[config.mk]
export PLATFORM = sky130hd
export DESIGN_NAME = xor_checked_packet_deframer_core_flat
export DESIGN_NICKNAME = d
export VERILOG_FILES = /design/src/sv/xcpd_pkg.sv /design/src/sv/xcpd_rx_if.sv /design/src/sv/xcpd_res_if.sv /design/src/sv/xor_checked_packet_deframer_core.sv /design/src/flat_wrapper.sv
export SDC_FILE = /design/constraint.sdc
export NUM_CORES = 1
export LEC_CHECK = 0
export ABC_AREA = 1
export BUFFER_PORTS_ARGS = -buffer_cell sky130_fd_sc_hd__buf_2
export CAP_MARGIN = 20
export CORE_MARGIN = 2
export CORE_UTILIZATION = 50
export DETAILED_ROUTE_END_ITERATION = 12
export GPL_ROUTABILITY_DRIVEN = 0
export GPL_TIMING_DRIVEN = 0
export PLACE_DENSITY = 0.77
export SYNTH_ARGS = -nofsm -noshare
export SYNTH_HDL_FRONTEND = slang
export SYNTH_SLANG_ARGS = --single-unit
[constraint.sdc]
create_clock -name clk_i -period 4.3 [get_ports clk_i]
set_input_delay 0.215 -clock clk_i [delete_from_list [all_inputs] [get_ports clk_i]]
set_output_delay 0.215 -clock clk_i [all_outputs]
set_load 0.02 [all_outputs]
[src/sv/xcpd_pkg.sv]
// ----------------------------------------------------------------------------
// xcpd_pkg
// Shared types and constants of the packet deframer: frame kinds, status
// codes, configuration register indexes and the type classifier.
// ----------------------------------------------------------------------------
package xcpd_pkg;

  localparam int unsigned ByteW   = 8;
  localparam int unsigned LenW    = 16;
  localparam int unsigned CfgIdxW = 3;

  // Longest payload accepted; a longer length aborts the packet.
  localparam logic [LenW-1:0] MaxPayload = LenW'(1020);

  typedef enum logic [1:0] {
    KindControl = 2'd0,
    KindChannel = 2'd1,
    KindSpeech  = 2'd2,
    KindUnknown = 2'd3
  } kind_e;

  typedef enum logic [1:0] {
    StatusOk      = 2'd0,
    StatusBadChk  = 2'd1,
    StatusUnknown = 2'd2,
    StatusTooLong = 2'd3
  } status_e;

  typedef enum logic [CfgIdxW-1:0] {
    CfgStartMarker  = 3'd0,
    CfgParityMarker = 3'd1,
    CfgTypeControl  = 3'd2,
    CfgTypeChannel  = 3'd3,
    CfgTypeSpeech   = 3'd4
  } cfg_idx_e;

  // Control wins over speech, speech over channel data.
  function automatic kind_e classify(input logic [ByteW-1:0] t,
                                     input logic [ByteW-1:0] code_control,
                                     input logic [ByteW-1:0] code_channel,
                                     input logic [ByteW-1:0] code_speech);
    kind_e k;
    priority if (t == code_control) begin
      k = KindControl;
    end else if (t == code_speech) begin
      k = KindSpeech;
    end else if (t == code_channel) begin
      k = KindChannel;
    end else begin
      k = KindUnknown;
    end
    return k;
  endfunction

endpackage

[src/sv/xcpd_rx_if.sv]
// ----------------------------------------------------------------------------
// xcpd_rx_if
// Received byte channel: valid/ready handshake carrying one link byte.
// ----------------------------------------------------------------------------
interface xcpd_rx_if import xcpd_pkg::*; ();

  logic             valid;
  logic             ready;
  logic [ByteW-1:0] rx_byte;

  modport source (output valid, output rx_byte, input ready);
  modport sink   (input valid, input rx_byte, output ready);

endinterface

[src/sv/xcpd_res_if.sv]
// ----------------------------------------------------------------------------
// xcpd_res_if
// Result channel: valid/ready handshake carrying a payload byte and the
// packet end status.
// ----------------------------------------------------------------------------
interface xcpd_res_if import xcpd_pkg::*; ();

  logic             valid;
  logic             ready;
  logic [ByteW-1:0] data_byte;
  logic             data_valid;
  logic             frame_last;
  status_e          frame_status;
  kind_e            frame_kind;
  logic             had_checksum;

  modport source (output valid, output data_byte, output data_valid,
                  output frame_last, output frame_status, output frame_kind,
                  output had_checksum, input ready);
  modport sink   (input valid, input data_byte, input data_valid,
                  input frame_last, input frame_status, input frame_kind,
                  input had_checksum, output ready);

endinterface

[src/sv/xor_checked_packet_deframer_core.sv]
// ----------------------------------------------------------------------------
// xor_checked_packet_deframer_core
// Deframes length-prefixed packets from a serial byte stream and checks
// their XOR checksum.
// ----------------------------------------------------------------------------
// Usage:
//   rx_i  takes one link byte per request. Outside a packet, bytes other
//         than the start marker are dropped without a result.
//   res_o gives at most one result per byte: each payload byte with
//         data_valid set, frame_last on the byte that ends a packet (or on
//         the header byte that ends an empty or over-long packet), together
//         with status, kind and whether a checksum field was checked.
//   cfg_* writes the marker and type code registers; write them only while
//         the block is idle.
// Timing: one byte per cycle sustained. A result appears on res_o the cycle
//   after its byte is taken; the decode is a compare, a 16-bit decrement and
//   an XOR between the state registers and the single result register.
// Stall: while a result waits with res_o.ready low, rx_i.ready drops; the
//   result register is the only buffer, so a byte is taken in the same
//   cycle the waiting result leaves.
// Reset: phase returns to hunting, no result is pending and the registers
//   take their default markers and type codes.
// ----------------------------------------------------------------------------
module xor_checked_packet_deframer_core import xcpd_pkg::*; #(
  parameter logic [LenW-1:0] MaxLen = MaxPayload
) (
  input  logic               clk_i,
  input  logic               rst_ni,
  xcpd_rx_if.sink            rx_i,
  xcpd_res_if.source         res_o,
  input  logic               cfg_we_i,
  input  logic [CfgIdxW-1:0] cfg_idx_i,
  input  logic [ByteW-1:0]   cfg_wdata_i
);

  typedef enum logic [4:0] {
    PhHunt  = 5'b00001,
    PhLenHi = 5'b00010,
    PhLenLo = 5'b00100,
    PhType  = 5'b01000,
    PhData  = 5'b10000
  } phase_e;

  typedef struct packed {
    logic [ByteW-1:0] data_byte;
    logic             data_valid;
    logic             frame_last;
    status_e          frame_status;
    kind_e            frame_kind;
    logic             had_checksum;
  } res_t;

  // Configuration registers
  logic [ByteW-1:0] start_marker_q, parity_marker_q;
  logic [ByteW-1:0] code_control_q, code_channel_q, code_speech_q;

  // Frame state
  phase_e           phase_q, phase_d;
  logic [LenW-1:0]  len_q, len_d;
  logic [LenW-1:0]  left_q, left_d;
  logic [ByteW-1:0] xor_q, xor_d;
  logic [ByteW-1:0] prev_q, prev_d;
  kind_e            kind_q, kind_d;

  // Result register
  logic             res_valid_q;
  res_t             res_q, res_d;
  logic             emit;

  logic             rx_fire;
  logic [ByteW-1:0] b;
  logic [LenW-1:0]  left_dec;
  kind_e            kind_new;

  assign rx_i.ready = !res_valid_q || res_o.ready;
  assign rx_fire    = rx_i.valid && rx_i.ready;
  assign b          = rx_i.rx_byte;
  assign left_dec   = left_q - LenW'(1);
  assign kind_new   = classify(b, code_control_q, code_channel_q, code_speech_q);

  always_ff @(posedge clk_i or negedge rst_ni) begin
    if (!rst_ni) begin
      start_marker_q  <= ByteW'(97);
      parity_marker_q <= ByteW'(47);
      code_control_q  <= ByteW'(0);
      code_channel_q  <= ByteW'(1);
      code_speech_q   <= ByteW'(2);
    end else if (cfg_we_i) begin
      unique case (cfg_idx_i)
        CfgStartMarker:  start_marker_q  <= cfg_wdata_i;
        CfgParityMarker: parity_marker_q <= cfg_wdata_i;
        CfgTypeControl:  code_control_q  <= cfg_wdata_i;
        CfgTypeChannel:  code_channel_q  <= cfg_wdata_i;
        CfgTypeSpeech:   code_speech_q   <= cfg_wdata_i;
        default: ;
      endcase
    end
  end

  always_comb begin
    phase_d = phase_q;
    len_d   = len_q;
    left_d  = left_q;
    xor_d   = xor_q;
    prev_d  = prev_q;
    kind_d  = kind_q;
    emit    = 1'b0;
    res_d   = '{data_byte: '0, data_valid: 1'b0, frame_last: 1'b0,
                frame_status: StatusOk, frame_kind: KindControl,
                had_checksum: 1'b0};

    unique case (phase_q)
      PhLenHi: begin
        len_d   = {b, ByteW'(0)};
        xor_d   = b;
        phase_d = PhLenLo;
      end
      PhLenLo: begin
        len_d = {len_q[LenW-1:ByteW], b};
        xor_d = xor_q ^ b;
        if (len_d > MaxLen) begin
          // abort: type is not known yet
          phase_d            = PhHunt;
          emit               = 1'b1;
          res_d.frame_last   = 1'b1;
          res_d.frame_status = StatusTooLong;
          res_d.frame_kind   = KindUnknown;
        end else begin
          phase_d = PhType;
        end
      end
      PhType: begin
        xor_d  = xor_q ^ b;
        kind_d = kind_new;
        if (len_q == '0) begin
          phase_d            = PhHunt;
          emit               = 1'b1;
          res_d.frame_last   = 1'b1;
          res_d.frame_kind   = kind_new;
          res_d.frame_status = (kind_new == KindUnknown) ? StatusUnknown : StatusOk;
        end else begin
          left_d  = len_q;
          prev_d  = '0;
          phase_d = PhData;
        end
      end
      PhData: begin
        left_d           = left_dec;
        emit             = 1'b1;
        res_d.data_byte  = b;
        res_d.data_valid = 1'b1;
        res_d.frame_kind = kind_q;
        if (left_dec == '0) begin
          phase_d          = PhHunt;
          res_d.frame_last = 1'b1;
          if (kind_q == KindUnknown) begin
            res_d.frame_status = StatusUnknown;
          end else if (len_q >= LenW'(2) && prev_q == parity_marker_q) begin
            // last byte is the checksum
            res_d.had_checksum = 1'b1;
            res_d.frame_status = (b != xor_q) ? StatusBadChk : StatusOk;
          end
        end else begin
          xor_d  = xor_q ^ b;
          prev_d = b;
        end
      end
      default: begin
        // hunting, and any stray phase code
        phase_d = (b == start_marker_q) ? PhLenHi : PhHunt;
      end
    endcase
  end

  always_ff @(posedge clk_i or negedge rst_ni) begin
    if (!rst_ni) begin
      phase_q <= PhHunt;
      len_q   <= '0;
      left_q  <= '0;
      xor_q   <= '0;
      prev_q  <= '0;
      kind_q  <= KindControl;
    end else if (rx_fire) begin
      phase_q <= phase_d;
      len_q   <= len_d;
      left_q  <= left_d;
      xor_q   <= xor_d;
      prev_q  <= prev_d;
      kind_q  <= kind_d;
    end
  end

  always_ff @(posedge clk_i or negedge rst_ni) begin
    if (!rst_ni) begin
      res_valid_q <= 1'b0;
    end else if (rx_fire) begin
      res_valid_q <= emit;
    end else if (res_o.ready) begin
      res_valid_q <= 1'b0;
    end
  end

  // Load on every taken byte; the old result has left by then.
  always_ff @(posedge clk_i) begin
    if (rx_fire) begin
      res_q <= res_d;
    end
  end

  assign res_o.valid        = res_valid_q;
  assign res_o.data_byte    = res_q.data_byte;
  assign res_o.data_valid   = res_q.data_valid;
  assign res_o.frame_last   = res_q.frame_last;
  assign res_o.frame_status = res_q.frame_status;
  assign res_o.frame_kind   = res_q.frame_kind;
  assign res_o.had_checksum = res_q.had_checksum;

  // A checksum is only reported on the last payload byte.
  assert property (@(posedge clk_i) disable iff (!rst_ni)
    res_valid_q && res_q.had_checksum |-> res_q.frame_last && res_q.data_valid)
    else $error("checksum flag outside packet end");

  // Unknown status only comes with an unknown kind.
  assert property (@(posedge clk_i) disable iff (!rst_ni)
    res_valid_q && res_q.frame_status == StatusUnknown |->
      res_q.frame_kind == KindUnknown && res_q.frame_last)
    else $error("unknown status with a known kind");

  // The payload counter never runs dry while in the data phase.
  assert property (@(posedge clk_i) disable iff (!rst_ni)
    phase_q == PhData |-> left_q != '0)
    else $error("data phase with no bytes left");

  // A byte taken while hunting never makes a result.
  assert property (@(posedge clk_i) disable iff (!rst_ni)
    rx_fire && phase_q == PhHunt |=> !res_valid_q)
    else $error("result produced while hunting");

endmodule

[src/flat_wrapper.sv]
// flat-port wrapper written by rule: the top's interface ports become plain ports
module xor_checked_packet_deframer_core_flat import xcpd_pkg::*;
#(
  parameter logic [LenW-1:0] MaxLen = MaxPayload
)
  (clk_i, rst_ni, cfg_we_i, cfg_idx_i, cfg_wdata_i, rx_i_valid, rx_i_rx_byte, rx_i_ready, res_o_valid, res_o_data_byte, res_o_data_valid, res_o_frame_last, res_o_frame_status, res_o_frame_kind, res_o_had_checksum, res_o_ready);
  xcpd_rx_if rx_i_i ();
  xcpd_res_if res_o_i ();
  input  logic clk_i;
  input  logic rst_ni;
  input  logic cfg_we_i;
  input  logic [CfgIdxW-1:0] cfg_idx_i;
  input  logic [ByteW-1:0] cfg_wdata_i;
  input wire logic [$bits(rx_i_i.valid)-1:0] rx_i_valid;
  input wire logic [$bits(rx_i_i.rx_byte)-1:0] rx_i_rx_byte;
  output wire logic [$bits(rx_i_i.ready)-1:0] rx_i_ready;
  output wire logic [$bits(res_o_i.valid)-1:0] res_o_valid;
  output wire logic [$bits(res_o_i.data_byte)-1:0] res_o_data_byte;
  output wire logic [$bits(res_o_i.data_valid)-1:0] res_o_data_valid;
  output wire logic [$bits(res_o_i.frame_last)-1:0] res_o_frame_last;
  output wire logic [$bits(res_o_i.frame_status)-1:0] res_o_frame_status;
  output wire logic [$bits(res_o_i.frame_kind)-1:0] res_o_frame_kind;
  output wire logic [$bits(res_o_i.had_checksum)-1:0] res_o_had_checksum;
  input wire logic [$bits(res_o_i.ready)-1:0] res_o_ready;
  assign rx_i_i.valid = rx_i_valid;
  assign rx_i_i.rx_byte = rx_i_rx_byte;
  assign rx_i_ready = rx_i_i.ready;
  assign res_o_valid = res_o_i.valid;
  assign res_o_data_byte = res_o_i.data_byte;
  assign res_o_data_valid = res_o_i.data_valid;
  assign res_o_frame_last = res_o_i.frame_last;
  assign res_o_frame_status = res_o_i.frame_status;
  assign res_o_frame_kind = res_o_i.frame_kind;
  assign res_o_had_checksum = res_o_i.had_checksum;
  assign res_o_i.ready = res_o_ready;
  xor_checked_packet_deframer_core #(.MaxLen(MaxLen)) u_core (.clk_i(clk_i), .rst_ni(rst_ni), .rx_i(rx_i_i), .res_o(res_o_i), .cfg_we_i(cfg_we_i), .cfg_idx_i(cfg_idx_i), .cfg_wdata_i(cfg_wdata_i));
endmodule
=== Word level (Yosys, flattened, before mapping) ===
Index checks and enable logic that the tools add are counted.

* Bits in registers: 111
* Input port bits: 24
* Output and inout bits: 17
* Logic and storage cells: 101

* Add/sub/neg operators: 1
* $lt $le $gt $ge: 2
* Eq/ne operators: 19
* Mux-type cells: 31
* Bitwise gates (word level): 4
* Reductions and logical operators: 25

{| class="wikitable"
|+ Operators by type and width
! kind !! number
|-
| $pmux W16 S2 || 2
|-
| $eq A8 B8 Y1 || 5
|-
| $logic_not A16 Y1 || 2
|-
| $mux W8 || 3
|-
| $pmux W8 S3 || 1
|-
| $mux W5 || 4
|-
| $pmux W5 S4 || 1
|-
| $ge A16 B2 Y1 const B || 1
|-
| $gt A16 B10 Y1 const B || 1
|-
| $mux W16 || 1
|-
| $pmux W8 S2 || 1
|-
| $reduce_and A2 Y1 || 8
|-
| $sub A16 B1 Y16 const B || 1
|-
| $pmux W5 S3 || 1
|-
| $mux W2 || 7
|-
| $reduce_and A3 Y1 || 3
|-
| $ne A8 B8 Y1 || 1
|-
| $xor A8 B8 Y8 || 1
|-
| $mux W1 || 7
|-
| $eq A3 B2 Y1 const B || 2
|-
| $reduce_bool A2 Y1 || 3
|-
| $eq A5 B2 Y1 const B || 1
|-
| $eq A5 B3 Y1 const B || 1
|-
| $eq A5 B4 Y1 const B || 1
|-
| 18 further kinds || 23
|}

=== Longest topological paths before layout ===
Gate-level depths: netlist (run 1).

* Depth in word-level cells: 8
* Mapped depth: 15
* Gate-level depth less buffers: 15

=== Worst setup path after synthesis (run 1) ===
No wires, ideal clock.

* Path kind: register -> register
* Start: reg u_core.left_q[0]
* End: reg u_core.phase_q[2]
* Data arrival time: 1,851 ps
* Required time: 4,173 ps
* Path slack: 2,322 ps
* Cell stages (with the launch flop): 16
* Clock period less this slack: 1,978 ps
* Cells stage by stage: dfrtp_1 -> inv_1 -> ha_1 -> nand2_2 -> nor2_4 -> nand2_1 -> nand2_1 -> nand2_1 -> nor2_2 -> nand2_2 -> nor2_4 -> nand2_1 -> nand2_2 -> nand2_1 -> nand2_1 -> nand2_1

* Longest elaborated chain between the ends: 4

{| class="wikitable"
|+ RTL lines
! item !! RTL line !! text
|-
| start: declaration || xor_checked_packet_deframer_core.sv:60 || <nowiki>logic [LenW-1:0] left_q, left_d;</nowiki>
|-
| start signal: assignment || xor_checked_packet_deframer_core.sv:186 || <nowiki>left_q <= left_d;</nowiki>
|-
| $sub A16 B1 Y16 || xor_checked_packet_deframer_core.sv:78 || <nowiki>assign left_dec = left_q - LenW'(1);</nowiki>
|-
| $logic_not A16 Y1 || xor_checked_packet_deframer_core.sv:153 || <nowiki>if (left_dec == '0) begin</nowiki>
|-
| $ne A2 B1 Y1 (no line) || - ||
|-
| $reduce_and A2 Y1 (no line) || - ||
|-
| end signal: assignment || xor_checked_packet_deframer_core.sv:177 || <nowiki>phase_q <= PhHunt;</nowiki>
|-
| end signal: assignment || xor_checked_packet_deframer_core.sv:184 || <nowiki>phase_q <= phase_d;</nowiki>
|-
| end: declaration || xor_checked_packet_deframer_core.sv:58 || <nowiki>phase_e phase_q, phase_d;</nowiki>
|}

Every way passes these cells.
A chain may end at the register's enable or synchronous reset.

=== Final worst setup path (run 1) ===
* Start: reg u_core.left_q[0]
* End: reg u_core.prev_q[5]

* Longest elaborated chain between the ends: 4

{| class="wikitable"
|+ RTL lines
! item !! RTL line !! text
|-
| $sub A16 B1 Y16 || xor_checked_packet_deframer_core.sv:78 ||
|-
| $logic_not A16 Y1 || xor_checked_packet_deframer_core.sv:153 ||
|-
| $ne A2 B2 Y1 (no line) || - ||
|-
| $reduce_and A4 Y1 (no line) || - ||
|-
| end signal: assignment || xor_checked_packet_deframer_core.sv:188 || <nowiki>prev_q <= prev_d;</nowiki>
|-
| end: declaration || xor_checked_packet_deframer_core.sv:62 || <nowiki>logic [ByteW-1:0] prev_q, prev_d;</nowiki>
|}

Every way passes these cells.

==> impl_metrics.env, run 1 <==
export IMPL_io_buffers=32
export IMPL_wl_per_cell_um=15.6
export IMPL_cts_root_buf="clkbuf_16"
export IMPL_grt_use_total_pct=23.5
export IMPL_holdCritPathClass="input pin to flop"
export IMPL_areaGrowthSynthToFinish_pct=11.9
export IMPL_die_w_um=111
export IMPL_clk_path_buf_depth=2
export IMPL_fmax_ghz=0.421
export IMPL_diodes=0
export IMPL_yosys_warnings=0
export IMPL_antenna_left=0
export IMPL_nFillCells=995
export IMPL_peakVddDrop_uv=290
export IMPL_endpoint_kind="flop"
export IMPL_timing_rr_start="u_core.left_q[0]$_DFFE_PN0P_"
export IMPL_gr_total_overflow=0
export IMPL_grt_setup_unrepaired="false"
export IMPL_pwr_share_comb_pct=15.1
export IMPL_leakage_nw=2.99
export IMPL_power_switching_uw=721
export IMPL_seqCellArea_um2=2870
export IMPL_hpwl_um=10300
export IMPL_synth_top_area_cell="dfrtp_1"
export IMPL_synthCells=705
export IMPL_cts_tree="yes"
export IMPL_ys_types=34
export IMPL_startpoint_type="flop"
export IMPL_drc=0
export IMPL_htree_levels=3
export IMPL_clkLatencyLatePin_ps=370
export IMPL_reg2reg_depth=14
export IMPL_detail_route_first_pass_iterations=7
export IMPL_final_common_cell="nand2_1"
export IMPL_vias_per_cell=5.52
export IMPL_power_mw=2.54
export IMPL_rows=39
export IMPL_p_seq_share_pct=50.9
export IMPL_finalCritPeriodShare_pct=55.2
export IMPL_yosys_most_used_dff="dfrtp_1"
export IMPL_critPathArrivalTime_ps=2630
export IMPL_cts_sinks=111
export IMPL_whs_path_depth=4
export IMPL_drv_cap=0
export IMPL_dieArea_um2=12400
export IMPL_fin_skew_ps=14.9
export IMPL_critPathRequiredTime_ps=4550
export IMPL_status="completed"
export IMPL_synth_edf_count=15
export IMPL_drive_gt1_share_pct=11.9
export IMPL_async_reset_ff_share_pct=86.5
export IMPL_clk_pin_slew_worst_paths_ps=70
export IMPL_setup_violations=0
export IMPL_final_cell_mix="nand2_1 (182), dfrtp_1 (85), o21ai_0 (81)"
export IMPL_maxSlewViolCount=0
export IMPL_die_y_um=111
export IMPL_tightest_slew_ps=763
export IMPL_synth_nets=731
export IMPL_setup_tns_ps=0
export IMPL_min_delay_start="res_o_ready"
export IMPL_cts_buffers=9
export IMPL_yosysSeqAreaShare_pct=49.8
export IMPL_synth_ff_latch_count=111
export IMPL_vias=4953
export IMPL_synth_area_leaders="dfrtp_1 (37%), nand2_1 (12%), edfxtp_1 (7.8%), o21ai_0 (7.0%), dfstp_2 (5.0%)"
export IMPL_worstReg2RegEnd="u_core.prev_q[5]$_DFFE_PN0P_"
export IMPL_drtIter0Drc=510
export IMPL_netSwitchingFraction_pct=28.4
export IMPL_grt_start_max_net_pins=51
export IMPL_hold_violations=0
export IMPL_antenna_found_initial=0
export IMPL_cts_setup_buffers=0
export IMPL_crit_type="flop to flop"
export IMPL_p_clk_share_pct=34.0
export IMPL_multiInputGateArea_um2=2530
export IMPL_nets=776
export IMPL_grt_first_pass_wirelength_um=23300
export IMPL_min_to="u_core.res_o.valid$_DFFE_PN0P_"
export IMPL_drt_wl_total_um=14000
export IMPL_initial_core_util_pct=50.9
export IMPL_synth_top_area_share_pct=36.9
export IMPL_maxSlewHeadroom_pct=49.1
export IMPL_pin_count=41
export IMPL_grt_pass1_vias=4820
export IMPL_coreArea_um2=11300
export IMPL_p_per_area_nw_per_um2=393
export IMPL_period_minus_slack_ps=2380
export IMPL_intPower_mw=1.82
export IMPL_crit_fanout=10
export IMPL_synth_area_um2=5760
export IMPL_syn_area_per_cell_um2=8.17
export IMPL_regToRegSetupSlack_ps=1920
[worst max-delay path by stage]
stage / endpoint / slack, ps / startpoint
final: u_core.prev_q[5]$_DFFE_PN0P_ / 1920 / u_core.left_q[0]$_DFFE_PN0P_
after global routing: u_core.phase_q[2]$_DFFE_PN0P_ / 1710 / u_core.left_q[0]$_DFFE_PN0P_
after CTS: u_core.xor_q[6]$_DFFE_PN0P_ / 1940 / u_core.left_q[0]$_DFFE_PN0P_
after detailed placement: u_core.prev_q[5]$_DFFE_PN0P_ / 1940 / u_core.left_q[0]$_DFFE_PN0P_
after global placement: u_core.prev_q[5]$_DFFE_PN0P_ / 2010 / u_core.left_q[0]$_DFFE_PN0P_
after floorplan: u_core.phase_q[2]$_DFFE_PN0P_ / 2320 / u_core.left_q[0]$_DFFE_PN0P_
[cell usage after synthesis (6+ instances only)]
cell type	count
a21oi_1	12
buf_2	6
clkbuf_1	19
dfrtp_1	85
dfstp_2	11
edfxtp_1	15
inv_1	65
nand2_1	182
nand3_1	26
nand4_1	21
nor2_1	65
nor3_1	8
o211ai_1	13
o21ai_0	81
o21ai_1	11
or2_2	8
xnor2_1	18
xor2_1	23
[sequential cells by signal, summed over array words and instances (netlist names)]
register and flops:
u_core.code_channel_q 8, u_core.code_control_q 8, u_core.code_speech_q 8, u_core.kind_q 2
u_core.left_q 16, u_core.len_q 16, u_core.parity_marker_q 8, u_core.phase_q 5
u_core.prev_q 8, u_core.res_o.data_byte 8, u_core.res_o.data_valid 1, u_core.res_o.frame_kind 2
u_core.res_o.frame_last 1, u_core.res_o.frame_status 2, u_core.res_o.had_checksum 1, u_core.res_o.valid 1
u_core.start_marker_q 8, u_core.xor_q 8
[kinds of logic (layout without fill, tap and decap cells)]
| kind of cell | after synthesis | count (layout) | share of synthesized area, % |
|---|---|---|---|
| AO/OA/AOI/OAI | 122 | 122 | 11.3 |
| XOR/XNOR | 41 | 41 | 6.24 |
| adder cells (fa/ha/maj) | 2 | 2 | 0.435 |
| buffers and inverters | 92 | 142 | 6.26 |
| flip-flops | 111 | 111 | 49.8 |
| AND/OR/NAND/NOR | 337 | 337 | 26.0 |
[timing repair]
item	in CTS	in global routing
hold buffers	1	0
hold endpoints to repair	42	0
resized for setup	0	0
[power groups by stage]
stage	Combinational, mW	Sequential, mW	Clock (mW)
after floorplan	0.276	1.29	0
after global placement	0.360	1.30	0
after detailed placement	0.380	1.31	0
after CTS	0.384	1.29	0.877
after global routing	0.438	1.31	0.915
final	0.382	1.29	0.863
[critical path: stages, from the launching register on]
cell,delay [ps]
dfrtp_1,390
inv_1,140
ha_1,330
nand2_2,150
nor2_4,160
nand2_1,60
nand2_1,80
nand2_1,70
nor2_2,160
nand2_2,80
nor2_4,140
nand3_4,120
buf_2,210
nand4_1,110
nand2_1,60
[metrics by stage]
| stage | util (%) | hold slack [ps] | std cells | area (um2) | worst slack (ps) |
|---|---|---|---|---|---|
| finish | 56.9 | 175 | 898 | 6440 | 1920 |
| global route | 56.9 | 213 | 898 | 6440 | 1710 |
| CTS | 56.9 | 176 | 898 | 6440 | 1940 |
| detailed placement | 54.1 | 277 | 881 | 6130 | 1940 |
| global placement | 53.9 | 463 | 880 | 6100 | 2010 |
| floorplan | - | -80.6 | 705 | 5760 | 2320 |
[per-layer routing]
layer | track usage [%] | routed length (um)
met4 | 8.40 | 312
met5 | 0 | 0
met1 | 32.4 | 6300
met2 | 37.0 | 6600
met3 | 5.08 | 769
[layout make-up]
class / instances / share of cell area (%)
flip-flops and latches: 111 / 44.5
multi-input cells: 502 / 39.3
inverters: 66 / 3.84
clock buffers: 10 / 3.55
repair buffers: 34 / 3.11
well taps: 143 / 2.78
plain buffers: 26 / 1.75
clock inverters: 6 / 1.22
(Power assumes the default switching activity.)
==> inputs of run 2 (changes only) <==
==> constraint.sdc (replaced) <==
create_clock -name clk_i -period 2.2 [get_ports clk_i]
set_input_delay 0.11 -clock clk_i [delete_from_list [all_inputs] [get_ports clk_i]]
set_output_delay 0.11 -clock clk_i [all_outputs]
set_load 0.02 [all_outputs]
==> run 2 against run 1 <==
Effect of this change:
- first-iteration DRC count fell by 6.5%
- cell area is 1.8% higher
- power rose by 96%
- clock skew shrank 1.6 ps
- maximum frequency up 12%
- non-clock buffer count increased by 4
- global-route usage increased by 0.11 points
- setup slack worse by 1800 ps
- combinational power grew 100%
- core utilization rose by 1.0 points
- worst hold slack lost 100 ps
- routed wire length is 1.8% higher
- largest cell class unchanged
==> impl_metrics.env, run 2 (same netlist as run 1, synthesis figures left out) <==
export IMPL_drc=0
export IMPL_cts_root_buf="clkbuf_16"
export IMPL_pin_count=41
export IMPL_grt_use_total_pct=23.6
export IMPL_fin_skew_ps=13.3
export IMPL_netSwitchingFraction_pct=28.5
export IMPL_drive_gt1_share_pct=15.3
export IMPL_critPathArrivalTime_ps=2350
export IMPL_dieArea_um2=12400
export IMPL_critPathRequiredTime_ps=2430
export IMPL_crit_type="flop to flop"
export IMPL_setup_tns_ps=0
export IMPL_nFillCells=986
export IMPL_p_per_area_nw_per_um2=759
export IMPL_maxSlewViolCount=0
export IMPL_grt_use_met3_pct=4.81
export IMPL_clk_path_buf_depth=2
export IMPL_drv_cap=0
export IMPL_final_common_cell="nand2_1"
export IMPL_hpwl_um=10300
export IMPL_diodes=0
export IMPL_intPower_mw=3.56
export IMPL_finalCritPeriodShare_pct=96.2
export IMPL_leakage_nw=3.05
export IMPL_drtIter0Drc=477
export IMPL_pwr_share_comb_pct=15.4
export IMPL_clk_pin_slew_worst_paths_ps=70
export IMPL_areaGrowthSynthToFinish_pct=14.0
export IMPL_p_clk_share_pct=33.8
export IMPL_grt_first_pass_wirelength_um=23400
export IMPL_setup_violations=0
export IMPL_cts_buffers=9
export IMPL_hold_violations=0
export IMPL_power_switching_mw=1.42
export IMPL_peakVddDrop_uv=569
export IMPL_rows=39
export IMPL_vias=5020
export IMPL_antenna_found_initial=0
export IMPL_drt_wl_total_um=14200
export IMPL_period_minus_slack_ps=2120
export IMPL_holdCritPathClass="input pin to flop"
export IMPL_grt_busiest_layer="met2"
export IMPL_fmax_ghz=0.472
export IMPL_maxSlewHeadroom_pct=45.7
export IMPL_crit_path_max_incr_delay_ps=410
export IMPL_p_seq_share_pct=50.8
export IMPL_reg_top3="u_core.left_q (16), u_core.len_q (16)"
export IMPL_die_w_um=111
export IMPL_coreArea_um2=11300
export IMPL_grt_use_met2_pct=37.3
export IMPL_cts_sinks=111
export IMPL_grt_pass1_vias=4832
export IMPL_io_buffers=32
export IMPL_die_y_um=111
export IMPL_tightest_slew_ps=814
export IMPL_grt_start_max_net_pins=51
export IMPL_crit_slowest_cell="dfrtp_1"
export IMPL_initial_core_util_pct=50.9
export IMPL_gr_total_overflow=0
export IMPL_use_met1_pct=32.6
export IMPL_timing_hold_ws_ps=70.8
export IMPL_htree_levels=3
export IMPL_nets=780
export IMPL_startpoint_type="flop"
export IMPL_critPathLaunch="u_core.len_q[12]$_DFFE_PN0P_"
export IMPL_detail_route_first_pass_iterations=5
export IMPL_wl_per_cell_um=15.8
export IMPL_min_delay_start="res_o_ready"
export IMPL_timing_rr_start="u_core.len_q[12]$_DFFE_PN0P_"
export IMPL_cts_tree="yes"
export IMPL_antenna_left=0
export IMPL_clkLatencyLatePin_ps=360
export IMPL_endpoint_kind="flop"
export IMPL_vias_per_cell=5.57
export IMPL_status="completed"
export IMPL_crit_chain="nor2_1 > nand2_1 > nor3_2 > nand3_1 > o21ai_1 > a21oi_2 > clkbuf_2 > o211ai_1 > o21ai_0"
export IMPL_final_cell_mix="nand2_1 (179), dfrtp_1 (84), o21ai_0 (81)"
export IMPL_crit_fanout=10
[run 2: what timing repair did]
action                     4_1_cts  5_1_grt
setup endpoints to repair       36       41
gates resized for setup          4       31
pin swaps                        0        7
buffers inserted                 0        4
hold endpoints to repair        42        0
gates cloned                     0        0
hold buffers                     1        0
[run 2: worst paths after layout]
| check | slack (ps) | to | cells past startpoint |
|---|---|---|---|
| max | 80 | u_core.left_q[6]$_DFFE_PN0P_ | 9 |
| min | 70 | u_core.res_o.valid$_DFFE_PN0P_ | 4 |
| max reg2reg | 80 | u_core.left_q[6]$_DFFE_PN0P_ | 9 |
| min reg2reg | 470 | u_core.phase_q[0]$_DFFE_PN1P_ | 2 |
| max in group asynchronous | 1170 | u_core.parity_marker_q[2]$_DFFE_PN1P_ | 3 |
| min in group asynchronous | 320 | u_core.left_q[4]$_DFFE_PN0P_ | 2 |
[run 2: power groups by stage]
| stage | logic, mW | clock network (mW) | registers [mW] |
|---|---|---|---|
| after global placement | 0.704 | 0 | 2.54 |
| after global routing | 0.877 | 1.79 | 2.56 |
| after floorplan | 0.539 | 0 | 2.53 |
| after detailed placement | 0.744 | 0 | 2.56 |
| after CTS | 0.756 | 1.71 | 2.52 |
| final | 0.767 | 1.68 | 2.53 |
[run 2: routing by layer]
layer | up-vias | part of all wire (%)
met5 | - | 0
met4 | 0 | 2.1
met2 | 180 | 48
met3 | 30 | 6.3
met1 | 2410 | 44
li1 | 2400 | -
[run 2: critical path: cells and delay by family, from the launching register on]
kind | cells | cell delay, ps
AOI/OAI and AO/OA | 4 | 700
buffers and inverters | 1 | 230
and+or+nand+nor | 4 | 640
DFF | 1 | 410
[run 2: final cells by class]
cell class	instances	area, um2	area share [%]
multi-input cells	502	2610	39.7
well taps	143	179	2.73
clock inverters	6	78.8	1.20
inverters	66	248	3.78
repair buffers	38	230	3.51
plain buffers	26	125	1.91
flip-flops and latches	111	2870	43.7
clock buffers	10	229	3.49
[run 2: per-stage QoR]
stage | std cells | power (mW) | setup WS, ps | cell area (um2) | utilization (%)
floorplan | 705 | 3.06 | 222 | 5760 | -
global placement | 880 | 3.25 | -88.2 | 6100 | 53.9
detailed placement | 881 | 3.30 | -157 | 6130 | 54.1
CTS | 898 | 4.99 | 33.4 | 6460 | 57.1
global route | 902 | 5.22 | -12.7 | 6560 | 58.0
finish | 902 | 4.98 | 83.5 | 6560 | 58.0
